--- config.mk ---
export PLATFORM = sky130hd
export DESIGN_NAME = swm_cell
export DESIGN_NICKNAME = d
export VERILOG_FILES = /design/src/rtl/core/swm_pkg.sv /design/src/rtl/core/swm_cell.sv
export SDC_FILE = /design/constraint.sdc
export NUM_CORES = 1
export LEC_CHECK = 0
export BUFFER_PORTS_ARGS = -buffer_cell sky130_fd_sc_hd__clkbuf_2
export CAP_MARGIN = 0
export CORE_MARGIN = 4
export CORE_UTILIZATION = 43
export CTS_CLUSTER_DIAMETER = 200
export DETAILED_ROUTE_END_ITERATION = 8
export GPL_ROUTABILITY_DRIVEN = 0
export PLACE_DENSITY = 0.76
export RECOVER_POWER = 50
export SYNTH_ARGS = -nofsm -noshare
export SYNTH_HDL_FRONTEND = slang
export SYNTH_SLANG_ARGS = --single-unit
--- constraint.sdc ---
create_clock -name clk_i -period 2.46 [get_ports clk_i]
set_clock_uncertainty 0.2 [all_clocks]
set_input_delay 0.123 -clock clk_i [delete_from_list [all_inputs] [get_ports clk_i]]
set_output_delay 0.123 -clock clk_i [all_outputs]
set_load 0.05 [all_outputs]
--- src/rtl/core/swm_pkg.sv ---
`default_nettype none

package swm_pkg;

  // Sample and config widths
  localparam int SampleW = 32;
  localparam int CfgW    = 9;
  localparam int ApbW    = 32;
  localparam int AddrW   = 3;

  typedef logic signed [SampleW-1:0] sample_t;
  typedef logic [CfgW-1:0]           win_len_t;

  // Register word index decoded from paddr
  localparam logic RegWindowLength = 1'b0;

  localparam win_len_t WindowLengthReset = 9'd1;

  // Signed minimum of two samples
  function automatic sample_t smin(input sample_t a, input sample_t b);
    return (a < b) ? a : b;
  endfunction

endpackage

`default_nettype wire

--- src/rtl/core/swm_cell.sv ---
`default_nettype none

// One stage of the running-minimum line: holds the minimum of the last
// (stage index + 1) samples.
module swm_cell import swm_pkg::*; (
  input  wire     clk_i,
  input  wire     shift_i,
  input  sample_t sample_i,
  input  sample_t nbr_i,
  output sample_t run_min_o
);

  sample_t run_min_q;
  sample_t run_min_d;

  // Fold the new word into the neighbor's shorter-window minimum
  always_comb begin
    run_min_d = smin(nbr_i, sample_i);
  end

  // Advance on every accepted word
  always_ff @(posedge clk_i) begin
    if (shift_i) begin
      run_min_q <= run_min_d;
    end
  end

  assign run_min_o = run_min_q;

endmodule

`default_nettype wire

==> impl_results.html <==
<table>
<tr><th>Metric</th><th>Value</th></tr>
<tr><th colspan="2">Run status</th></tr>
<tr><td>Outcome</td><td>finished with violations</td></tr>
<tr><td>Failing checks</td><td>capacitance limit, slew limit, setup timing</td></tr>
<tr><th colspan="2">Timing</th></tr>
<tr><td>Setup TNS</td><td>-0.02715 ns</td></tr>
<tr><td>Period minus WS final</td><td>around 2.5 ns</td></tr>
<tr><td>Tightest slew margin relative to the limit</td><td>-18.07%</td></tr>
<tr><td>Final worst-path cycle share</td><td>100.3%</td></tr>
<tr><td>FMAX</td><td>a little over 400 MHz</td></tr>
<tr><td>Number of setup violations in the final report</td><td>7</td></tr>
<tr><td>Transition time at the pin with the least slew margin</td><td>1.771 ns</td></tr>
<tr><td>Max-slew violation count</td><td>33</td></tr>
<tr><td>Hold violation count in the final report</td><td>0</td></tr>
<tr><td>Worst setup margin</td><td>-0.007465 ns</td></tr>
<tr><th colspan="2">Setup path</th></tr>
<tr><td>Critical path, cell by cell</td><td>clkbuf_2, inv_1, ha_1, nand4_1, inv_1, a221oi_2, o22ai_2, a221oi_4, buf_6, clkbuf_16, mux2_4</td></tr>
<tr><td>Data arrival, critical path</td><td>2.29 ns</td></tr>
<tr><td>Capturing element type of the critical path</td><td>flop</td></tr>
<tr><td>Data required time at the worst endpoint</td><td>2.29 ns</td></tr>
<tr><td>Biggest cell delay along the critical path</td><td>0.37 ns</td></tr>
<tr><td>Crit path top cell by count</td><td>sky130_fd_sc_hd__inv_1</td></tr>
<tr><td>Type of the worst setup path</td><td>input pin to flop</td></tr>
<tr><td>Worst-path maximum fanout</td><td>8</td></tr>
<tr><td>Nature of the critical path startpoint</td><td>input pin</td></tr>
<tr><td>Start point of the critical path</td><td>sample_i[26]</td></tr>
<tr><td>Worst Setup EP</td><td>run_min_o[18]</td></tr>
<tr><td>Cell at the slowest stage of the critical path</td><td>sky130_fd_sc_hd__a221oi_2</td></tr>
<tr><th colspan="2">Floorplanning</th></tr>
<tr><td>Die width</td><td>80.77 um</td></tr>
<tr><td>Starting density of the core</td><td>between 40% and 50%</td></tr>
<tr><td>Die height</td><td>80.77 um</td></tr>
<tr><td>Num rows</td><td>26</td></tr>
<tr><td>I/O pin cnt</td><td>98</td></tr>
<tr><td>Total Die Area</td><td>0.006524 mm^2</td></tr>
<tr><td>Core area</td><td>0.005107 mm^2</td></tr>
<tr><th colspan="2">Clock tree</th></tr>
<tr><td>Clock tree from TritonCTS</td><td>done</td></tr>
<tr><td>CTS HTree Levels</td><td>2</td></tr>
<tr><td>Clock root cell</td><td>sky130_fd_sc_hd__clkbuf_8</td></tr>
<tr><td>TritonCTS buffer count</td><td>5</td></tr>
<tr><td>Worst-case clock buffer depth</td><td>2</td></tr>
<tr><td>Num Clock Sinks</td><td>32</td></tr>
<tr><td>Worst-path clk slew</td><td>approximately 0.07 ns</td></tr>
<tr><th colspan="2">Global routing</th></tr>
<tr><td>Maximum number of pins on one net before global-route repair</td><td>33</td></tr>
<tr><td>Total routing usage reported by global routing</td><td>18.28%</td></tr>
<tr><td>Antenna violations before repair</td><td>0</td></tr>
<tr><td>GRT Residual Overflow</td><td>0</td></tr>
<tr><td>Vias in the first global route</td><td>roughly 2100</td></tr>
<tr><td>Global-route wire length before repair</td><td>around 9100 um</td></tr>
<tr><th colspan="2">Min path</th></tr>
<tr><td>Hold/Removal Path Class</td><td>input pin to flop</td></tr>
<tr><th colspan="2">Synthesis</th></tr>
<tr><td>Main area contributors after synthesis</td><td>sky130_fd_sc_hd__edfxtp_1, sky130_fd_sc_hd__mux2_4, sky130_fd_sc_hd__ha_1, sky130_fd_sc_hd__inv_1, sky130_fd_sc_hd__a21oi_1</td></tr>
<tr><td>YS warnings</td><td>0</td></tr>
<tr><td>Post-synth top area share</td><td>42.20%</td></tr>
<tr><td>Area of the mapped netlist</td><td>0.002277 mm^2</td></tr>
<tr><td>Gate count after technology mapping</td><td>179</td></tr>
<tr><td>Largest area contributor in the synthesized netlist</td><td>sky130_fd_sc_hd__edfxtp_1</td></tr>
<tr><td>Synthesized area divided by synthesized cell count</td><td>12.72 um^2</td></tr>
<tr><td>Unique cell type count in the Yosys netlist</td><td>24</td></tr>
<tr><td>Flops &amp; latches, synth</td><td>32</td></tr>
<tr><td>Net count after synthesis</td><td>276</td></tr>
<tr><td>Sequential area share after synthesis</td><td>42.20%</td></tr>
<tr><th colspan="2">Finish</th></tr>
<tr><td>Area used by multi-input combinational logic</td><td>around 0.0012 mm^2</td></tr>
<tr><td>Fraction of final layout cells sized beyond drive strength 1</td><td>43.53%</td></tr>
<tr><td>Fillers</td><td>363</td></tr>
<tr><td>Storage cell area</td><td>roughly 960 um^2</td></tr>
<tr><td>Leading cell type in the layout, fill and taps excluded</td><td>sky130_fd_sc_hd__clkbuf_2</td></tr>
<tr><td>Number of inserted diodes</td><td>0</td></tr>
<tr><td>Flip-flop count of the largest register, all copies and words added</td><td>32</td></tr>
<tr><td>Final nets</td><td>approximately 460</td></tr>
<tr><td>Count of placed standard cells in the final layout, fillers left out</td><td>433</td></tr>
<tr><td>Total non-filler cell area in the finished layout</td><td>0.003777 mm^2</td></tr>
<tr><td>Layout area overhead</td><td>65.88%</td></tr>
<tr><td>Most used cells in the layout excluding fill and tap cells</td><td>sky130_fd_sc_hd__clkbuf_2, sky130_fd_sc_hd__dlygate4sd3_1, sky130_fd_sc_hd__edfxtp_1</td></tr>
<tr><th colspan="2">Pwr</th></tr>
<tr><td>Pwr Density</td><td>522.2 mW/mm^2</td></tr>
<tr><td>Leakage power</td><td>1.876 nW</td></tr>
<tr><td>Total power</td><td>slightly below 2 mW</td></tr>
<tr><td>Worst IR Drop VDD</td><td>about 0.32 mV</td></tr>
<tr><th colspan="2">Flow run</th></tr>
<tr><td># Max-Cap Violations</td><td>1</td></tr>
<tr><th colspan="2">Route</th></tr>
<tr><td>Per-cell routed wire length</td><td>14.58 um</td></tr>
<tr><td>Post-route DRC</td><td>0</td></tr>
<tr><td>Antenna Violating Nets Remaining</td><td>0</td></tr>
<tr><td>Via count of the routed design</td><td>2089</td></tr>
<tr><td>Initial DRT Pass Iterations</td><td>4</td></tr>
<tr><td>Violation count after the first detailed-route iteration</td><td>67</td></tr>
<tr><td>Via density</td><td>just under 5</td></tr>
<tr><td>Final routed wirelength across all metal layers</td><td>6312 um</td></tr>
<tr><th colspan="2">Placed design</th></tr>
<tr><td>Worst slack at placement</td><td>-0.2570 ns</td></tr>
<tr><td>Dpl cells</td><td>between 300 and 400</td></tr>
<tr><td>Port Buf Inserts</td><td>97</td></tr>
<tr><td>Detailed-placement wirelength estimate</td><td>around 4000 um</td></tr>
<tr><td>Placed cell areas</td><td>0.003007 mm^2</td></tr>
</table>
cells by family after synthesis:
family | count (synthesis) | share of synthesized area [%]
multiplexers | 32 | 20.77
AO/OA/AOI/OAI | 28 | 8.682
AND/OR/NAND/NOR | 20 | 4.396
flip-flops | 32 | 42.20
buffers and inverters | 36 | 6.923
adder cells (fa/ha/maj) | 31 | 17.03
worst min-delay path by stage:
stage               slack (ns)         start  depth (start not counted)             to
detailed placement        0.24  sample_i[27]                          2  run_min_o[27]
finish                    0.05   sample_i[3]                          3   run_min_o[3]
global placement          0.24  sample_i[15]                          2  run_min_o[15]
global route              0.05  sample_i[18]                          3  run_min_o[18]
CTS                       0.04  sample_i[18]                          3  run_min_o[18]
floorplan                 0.04       shift_i                          0   run_min_o[0]
metrics by stage:
stage	hold WS [ns]	utilization, %
6_report	0.04510	73.96
5_1_grt	0.04710	73.96
4_1_cts	0.03961	71.26
3_5_place_dp	0.2447	58.87
3_3_place_gp	0.2412	58.87
2_1_floorplan	0.03550	-
critical path, delay by kind of cell:
kind | cells | cell delay [ns]
multiplexers | 1 | 0.29
adder cells (fa/ha/maj) | 1 | 0.33
AND/OR/NAND/NOR | 1 | 0.20
buffers and inverters | 5 | 0.58
AO/OA/AOI/OAI | 3 | 0.75
what timing repair did:
item	4_1_cts	5_1_grt
setup buffers	0	3
resized for setup	0	13
endpoints found under the setup margin	0	31
hold endpoints to repair	30	0
hold buffers	55	0
Yosys cell counts:
library cell and count:
sky130_fd_sc_hd__inv_1 33, sky130_fd_sc_hd__edfxtp_1 32, sky130_fd_sc_hd__ha_1 31, sky130_fd_sc_hd__mux2_4 30, sky130_fd_sc_hd__a21oi_1 14, sky130_fd_sc_hd__nand2_1 6, sky130_fd_sc_hd__nand4_1 6, sky130_fd_sc_hd__o21ai_0 5
sky130_fd_sc_hd__buf_6 3, sky130_fd_sc_hd__nand3_1 3, sky130_fd_sc_hd__mux2_2 2, sky130_fd_sc_hd__nor2_1 2, sky130_fd_sc_hd__a211o_1 1, sky130_fd_sc_hd__a211oi_2 1, sky130_fd_sc_hd__a21o_1 1, sky130_fd_sc_hd__a221oi_1 1
sky130_fd_sc_hd__a221oi_4 1, sky130_fd_sc_hd__a31oi_1 1, sky130_fd_sc_hd__nand2b_1 1, sky130_fd_sc_hd__nor3_1 1, sky130_fd_sc_hd__nor4_1 1, sky130_fd_sc_hd__o22ai_1 1, sky130_fd_sc_hd__o311a_1 1, sky130_fd_sc_hd__o41ai_2 1
layout make-up:
class | count | area share (%)
Tap cell | 70 | 2.319
Multi-Input combinational cell | 111 | 32.76
Timing Repair Buffer | 179 | 34.02
Clock inverter | 3 | 0.3644
Sequential cell | 32 | 25.44
Clock buffer | 5 | 1.822
Inverter | 33 | 3.279
where the power goes:
part	switching [mW]	leakage (nW)	internal [mW]	total [mW]
Combinational	0.488	1.52	0.401	0.889
Clock	0.189	0.0453	0.192	0.380
Sequential	0.0162	0.313	0.687	0.703
Total	0.693	1.88	1.28	1.97
routing by layer:
layer / GRT usage [%] / share of wire [%] / vias to the layer above
met5: 0 / 0 / -
met4: 7.939 / 2.1 / 0
met3: 3.215 / 4.9 / 13
met2: 37.58 / 57 / 66
met1: 17.28 / 36 / 982
li1: - / - / 1028
(Power assumes the default switching activity.)
