$ cat src/rtl/core/swm_pkg.sv
`default_nettype none

package swm_pkg;

  // Sample and config widths
  localparam int SampleW = 32;
  localparam int CfgW    = 9;
  localparam int ApbW    = 32;
  localparam int AddrW   = 3;

  typedef logic signed [SampleW-1:0] sample_t;
  typedef logic [CfgW-1:0]           win_len_t;

  // Register word index decoded from paddr
  localparam logic RegWindowLength = 1'b0;

  localparam win_len_t WindowLengthReset = 9'd1;

  // Signed minimum of two samples
  function automatic sample_t smin(input sample_t a, input sample_t b);
    return (a < b) ? a : b;
  endfunction

endpackage

`default_nettype wire

$ cat src/rtl/core/swm_regs.sv
`default_nettype none

// Configuration register file: window_length at byte address 0.
module swm_regs import swm_pkg::*; (
  input  wire             clk_i,
  input  wire             rst_ni,
  input  wire             psel,
  input  wire             penable,
  input  wire             pwrite,
  input  wire [AddrW-1:0] paddr,
  input  wire [ApbW-1:0]  pwdata,
  output logic [ApbW-1:0] prdata,
  output logic            pready,
  output win_len_t        window_length_o
);

  win_len_t win_len_q;
  win_len_t win_len_d;
  logic     wr_en;
  logic     reg_hit;

  assign pready  = 1'b1;
  assign reg_hit = (paddr[AddrW-1] == RegWindowLength);
  assign wr_en   = psel & penable & pwrite & pready & reg_hit;

  // Take the low bits of the written word
  always_comb begin
    win_len_d = win_len_q;
    if (wr_en) begin
      win_len_d = pwdata[CfgW-1:0];
    end
  end

  always_ff @(posedge clk_i or negedge rst_ni) begin
    if (!rst_ni) begin
      win_len_q <= WindowLengthReset;
    end else begin
      win_len_q <= win_len_d;
    end
  end

  // Read back the register, zero elsewhere
  always_comb begin
    prdata = '0;
    if (reg_hit) begin
      prdata = {{(ApbW-CfgW){1'b0}}, win_len_q};
    end
  end

  assign window_length_o = win_len_q;

endmodule

`default_nettype wire

$ cat config.mk
export PLATFORM = sky130hd
export DESIGN_NAME = swm_regs
export DESIGN_NICKNAME = d
export VERILOG_FILES = /design/src/rtl/core/swm_pkg.sv /design/src/rtl/core/swm_regs.sv
export SDC_FILE = /design/constraint.sdc
export NUM_CORES = 1
export LEC_CHECK = 0
export ABC_AREA = 1
export BUFFER_PORTS_ARGS = -buffer_cell sky130_fd_sc_hd__buf_2
export CORE_MARGIN = 3
export CORE_UTILIZATION = 34
export CTS_CLUSTER_DIAMETER = 150
export CTS_CLUSTER_SIZE = 28
export DETAILED_ROUTE_END_ITERATION = 16
export GPL_TIMING_DRIVEN = 0
export HOLD_SLACK_MARGIN = 0.06
export PLACE_DENSITY_LB_ADDON = 0.15
export SYNTH_ARGS = -nofsm -noshare
export SYNTH_HDL_FRONTEND = slang
export SYNTH_SLANG_ARGS = --single-unit
$ cat constraint.sdc
create_clock -name clk_i -period 1.1 [get_ports clk_i]
set_input_delay 0.11 -clock clk_i [delete_from_list [all_inputs] [get_ports clk_i]]
set_output_delay 0.11 -clock clk_i [all_outputs]
set_load 0.03 [all_outputs]
==> results of run 1 <==
## metrics by stage
stage / power, mW / instance area, um2 / setup WS, ps / TNS (ps)
after floorplan: 0.9359 / 733.2 / 8.152 / 0
after global placement: 1.077 / 919.6 / 182.8 / 0
after detailed placement: 1.087 / 919.6 / 180.4 / 0
after CTS: 1.356 / 972.2 / -73.11 / -76.98
after global routing: 1.476 / 999.7 / -116.0 / -192.6
final: 1.372 / 999.7 / -55.56 / -55.56
## critical path: cells and delay by family, from the launching register on
family,cells,cell delay (ps)
buf+inv,2,180
flops,1,540
simple gates,1,80
## cell usage after synthesis
| master | number |
|---|---|
| buf_4 | 24 |
| nand3_1 | 9 |
| nand2_1 | 19 |
| nand2_4 | 1 |
| dfstp_2 | 1 |
| dfrtp_1 | 8 |
| nor2_8 | 1 |
| nor2_1 | 9 |
| inv_1 | 10 |
| buf_6 | 1 |
| conb_1 | 2 |
| inv_2 | 1 |
## logic make-up after synthesis
| kind of cell | share of synthesized area |
|---|---|
| flip-flops | 0.3494 |
| other | 0.01159 |
| AND/OR/NAND/NOR | 0.2799 |
| buffers and inverters | 0.3591 |
## area by class of cell
class / instances / share of cell area
inverter: 11 / 0.04130
timing repair buffer: 34 / 0.2090
buffer: 25 / 0.1915
sequential: 9 / 0.2265
clock buffer: 4 / 0.02628
tap: 25 / 0.03129
multi-input combinational: 63 / 0.2741
## timing repair
| action | in CTS | in global routing |
|---|---|---|
| gates resized for setup | 2 | 16 |
| hold endpoints to repair | 10 | 0 |
| setup buffers | 0 | 1 |
| pin swaps | 0 | 0 |
| endpoints found under the setup margin | 2 | 10 |
| hold buffers | 2 | 0 |
## routing by layer
metal / global-route usage / up-vias / part of all wire
met1: 0.1573 / 247 / 0.37
met2: 0.1960 / 34 / 0.51
met5: 0 / - / 0
li1: - / 329 / -
met3: 0.03625 / 2 / 0.12
met4: 0.04147 / 0 / 0.0042
## final timing paths
path	startpoint	end	slack (ps)	cells after the start
setup / recovery	window_length_o[0]	prdata[0]	-60	3
hold / removal	pwdata[5]	window_length_o[5]	90	3
setup reg to reg	window_length_o[3]	window_length_o[3]	380	3
hold reg to reg	window_length_o[0]	window_length_o[0]	470	2
max in group asynchronous	rst_ni	window_length_o[0]	600	2
min in group asynchronous	rst_ni	window_length_o[8]	250	2
## where the power goes
group          internal (mW)  switching (mW)
clock network          0.140           0.111
registers              0.399          0.0443
logic                  0.225           0.454
total                  0.763           0.609
==> qor.csv, run 1 <==
stage;metric;value;unit
status;outcome;complete, but fails checks;
status;violations;negative setup slack;
layout;final_cell_mix;buf_4 (33), conb_1 (24), buf_2 (22), nand2_1 (19), inv_1 (10);
layout;fill_cells;186;
clock_tree;root_buffer;clkbuf_4;
min_path;hp-class;in2reg;
placement;placed_cells;164;
layout;largest_register_ff_count;9;
die;rows;15;
setup_path;cp-start-kind;register;
yosys;syn_area;648.1;um2
global_routing;grt_max_degree;11;
detailed_routing;routedWlPerCell;8.363;um
placement;place.port_buffers;31;
clock_tree;cts_tree;done;
placement;dp_hpwl;1.124;mm
sta;setup_violations;1;
die;dieWidth;49.66;um
sta;slew_viol_final;0;
sta;whs;90.72;ps
detailed_routing;final_antenna_net_count;0;
layout;final_common_cell;buf_4;
setup_path;cp_slowest_cell;dfstp_2;
power_and_ir_drop;powerDensity;1373;mW/mm2
layout;diodes;0;
sta;fmax;865.4;MHz
yosys;synth.distinct_cells;12;
clock_tree;cts.sinks;9;
die;dieArea;0.002466;mm2
placement;place_congestion;0.6339;
layout;multi_input_area;274.0;um2
detailed_routing;vias;612;
detailed_routing;drc_errors;0;
yosys;yosys.area.top_type;dfrtp_1;
global_routing;grt_overflow;0;
global_routing;grtUsageTotal;0.1229;
sta;rsz0062_at_grt;true;
setup_path;crit_chain;inv_1 > nor2_2 > buf_6;
detailed_routing;drt-total-wl;1.430;mm
clock_tree;clockBufferDepth;2;
sta;fin_crit_sh;1.051;
layout;final-seq-area;226.5;um2
clock_tree;numCtsBuffers;3;
power_and_ir_drop;vdd_drop_max;0.8035;mV
setup_path;crit_fanout;3;
die;die_y;49.66;um
yosys;ys_warn_count;0;
global_routing;antenna_found_initial;0;
clock_tree;htree_levels;1;
power_and_ir_drop;leakagePower;0.6537;nW
yosys;yosysTopAreaCellShare;0.3089;
yosys;syn-instance-count;86;
setup_path;critPathCaptureType;output port;
yosys;synth.area.top_cells;dfrtp_1 (31%), buf_4 (28%), nand2_1 (11%), nand3_1 (6.9%), inv_1 (5.8%);
detailed_routing;drtIter0Drc;2;
setup_path;required;990;ps
global_routing;grt_pass1_wl;2.415;mm
layout;finalNetCount;187;
setup_path;max_stage_delay;540;ps
clock_tree;insertion_delay;250;ps
yosys;ys_seq_area_frac;0.3494;
sta;min_period;1156;ps
sta;layout_setup_ws;-55.56;ps
setup_path;setup.worst_path.class;reg2out;
layout;layout-area-overhead-vs-synth;54.25;%
global_routing;grt_pass1_vias;525;
detailed_routing;first_pass_iters;2;
detailed_routing;avgViaCountPerCell;3.579;
sta;hold_viol_final;0;
yosys;ys_ff_latch;9;
setup_path;arrival;1050;ps
clock_tree;clkTransAtPathRegs;60;ps
layout;layout.cells.non_filler;171;
die;core-area;0.001764;mm2
die;pin_count;82;
layout;final_util;0.5667;
sta;fin_worst_skew;0;ps
flow_run;drv_cap;0;
yosys;syn_avg_cell_area;7.536;um2
die;initial_core_util;0.3674;
layout;drive_above_1_share;0.4452;
Note: power is estimated with default switching activity, not from simulation.
==> inputs of run 2 (changes only) <==
--- a/config.mk
+++ b/config.mk
@@ -7,14 +7,14 @@
 export LEC_CHECK = 0
 export ABC_AREA = 1
 export BUFFER_PORTS_ARGS = -buffer_cell sky130_fd_sc_hd__buf_2
-export CORE_MARGIN = 3
+export CORE_MARGIN = 2
 export CORE_UTILIZATION = 34
 export CTS_CLUSTER_DIAMETER = 150
 export CTS_CLUSTER_SIZE = 28
 export DETAILED_ROUTE_END_ITERATION = 16
 export GPL_TIMING_DRIVEN = 0
 export HOLD_SLACK_MARGIN = 0.06
-export PLACE_DENSITY_LB_ADDON = 0.15
+export PLACE_DENSITY = 0.9
 export SYNTH_ARGS = -nofsm -noshare
 export SYNTH_HDL_FRONTEND = slang
 export SYNTH_SLANG_ARGS = --single-unit
==> run 2 against run 1 <==
  * Clock skew is the same
  * Clock power grew 2%
  * Die area shrank 7.9%
  * Highest routed layer unchanged
  * Largest power group unchanged
  * Cell count grew 0.58%
  * Clock-buffer cell count is the same
  * Wire length grew 2.5%
  * Via count grew 0.82%
  * Combinational power grew 3.1%
  * Sequential share of layout area shrank 0.057 points
  * The run still ends with negative setup slack left
  * Non-clock buffer count grew 1
==> qor.csv, run 2 (synthesis gave the netlist of run 1 again) <==
stage;metric;value;unit
setup_path;crit_chain;inv_1 > nor2_2 > buf_6;
power_and_ir_drop;powerDensity;1399;mW/mm2
sta;min_period;1167;ps
sta;fmax;857.1;MHz
global_routing;grt_pass1_vias;478;
detailed_routing;final_antenna_net_count;0;
sta;slew_viol_final;0;
sta;rsz0062_at_grt;true;
die;core-area;0.001764;mm2
setup_path;critPathLaunch;window_length_o[0];
power_and_ir_drop;leakagePower;0.6590;nW
detailed_routing;first_pass_iters;4;
setup_path;cp.depth;3;
layout;final_cell_mix;buf_4 (33), conb_1 (24), buf_2 (23), nand2_1 (19), inv_1 (10);
setup_path;r2r_slack;350;ps
layout;largest_register_ff_count;9;
flow_run;drv_cap;0;
placement;place_congestion;0.6203;
layout;final_util;0.5681;
layout;drive_above_1_share;0.4558;
setup_path;critPathCaptureType;output port;
sta;hold_viol_final;0;
global_routing;antenna_found_initial;0;
setup_path;reg2regPathDepth;3;
layout;fill_cells;182;
setup_path;max_stage_delay;540;ps
sta;setup_violations;2;
global_routing;grtUsageTotal;0.1307;
layout;layout-area-overhead-vs-synth;54.63;%
setup_path;r2r-start;window_length_o[7];
clock_tree;numCtsBuffers;3;
global_routing;grt_overflow;0;
layout;postLayoutCellArea;0.001002;mm2
clock_tree;htree_levels;1;
setup_path;arrival;1060;ps
global_routing;grt_pass1_wl;2.014;mm
sta;fin_worst_skew;0;ps
power_and_ir_drop;power;1.402;mW
die;dieArea;0.002271;mm2
sta;fin_crit_sh;1.061;
detailed_routing;avgViaCountPerCell;3.587;
detailed_routing;drtIter0Drc;9;
clock_tree;cts.sinks;9;
die;die_y;47.66;um
setup_path;crit_fanout;3;
layout;final_common_cell;buf_4;
setup_path;cp_top_family;flip-flops;
setup_path;cp-start-kind;register;
placement;dp_hpwl;1.178;mm
min_path;hp-class;in2reg;
die;rows;15;
detailed_routing;vias;617;
clock_tree;insertion_delay;250;ps
power_and_ir_drop;vdd_drop_max;0.6922;mV
clock_tree;clockBufferDepth;2;
setup_path;required;990;ps
die;pin_count;82;
sta;layout_setup_ws;-66.79;ps
status;outcome;complete, but fails checks;
detailed_routing;routedWlPerCell;8.523;um
global_routing;grt_max_degree;11;
setup_path;worstReg2RegEnd;window_length_o[7];
placement;dpl_cell_area;919.6;um2
layout;multi_input_area;274.0;um2
clock_tree;cts_tree;done;
clock_tree;clkTransAtPathRegs;60;ps
layout;diodes;0;
detailed_routing;drc_errors;0;
clock_tree;root_buffer;clkbuf_4;
layout;final-seq-area;226.5;um2
die;initial_core_util;0.3674;
placement;pre_cts_slack;164.3;ps
detailed_routing;drt-total-wl;1.466;mm
setup_path;setup.worst_path.class;reg2out;
sta;whs;75.24;ps
placement;place.port_buffers;31;
setup_path;path_buf_inv;2;
status;violations;negative setup slack;
setup_path;cp_slowest_cell;dfstp_2;
die;dieWidth;47.66;um
setup_path;crit_path_end;prdata[0];
layout;finalNetCount;188;
-- run 2: final cells by class --
cell class                 count  share of cell area
multi-input combinational     63              0.2734
sequential                     9              0.2260
timing repair buffer          35              0.2110
buffer                        25              0.1910
inverter                      11             0.04120
tap                           25             0.03121
clock buffer                   4             0.02622
-- run 2: per-stage QoR --
| step | instances | setup TNS (ps) |
|---|---|---|
| CTS | 169 | -100.5 |
| global route | 172 | -166.7 |
| detailed placement | 164 | 0 |
| finish | 172 | -67.49 |
| global placement | 164 | 0 |
| floorplan | 108 | 0 |
-- run 2: tightest hold or removal path, delay by kind of cell --
kind	cells	cell delay [ps]
simple gates	2	120
buf+inv	1	80
-- run 2: timing repair --
action                                  in CTS  in global routing
hold buffers                                 1                  0
buffers inserted                             0                  3
resized for setup                            2                 13
endpoints found under the setup margin       2                  9
endpoints found under the hold margin        9                  0
pin swaps                                    0                  0
-- run 2: worst min path at each step --
stage | startpoint | end | depth (start not counted)
after detailed placement | rst_ni | window_length_o[7] | 1
after global placement | rst_ni | window_length_o[7] | 1
after global routing | pwdata[0] | window_length_o[0] | 3
after floorplan | rst_ni | window_length_o[1] | 0
after CTS | pwdata[0] | window_length_o[0] | 3
final | pwdata[6] | window_length_o[6] | 3
-- run 2: report_power, final --
part	switching [mW]	internal (mW)	total (mW)
combinational	0.464	0.236	0.700
clock	0.116	0.140	0.256
sequential	0.0480	0.399	0.447
total	0.628	0.774	1.40
-- run 2: routing by layer --
metal	up-vias	part of all wire	track usage
met3	2	0.078	0.02642
met1	253	0.36	0.1432
met5	-	0	0
met2	32	0.55	0.2216
met4	0	0.012	0.09730
li1	330	-	-
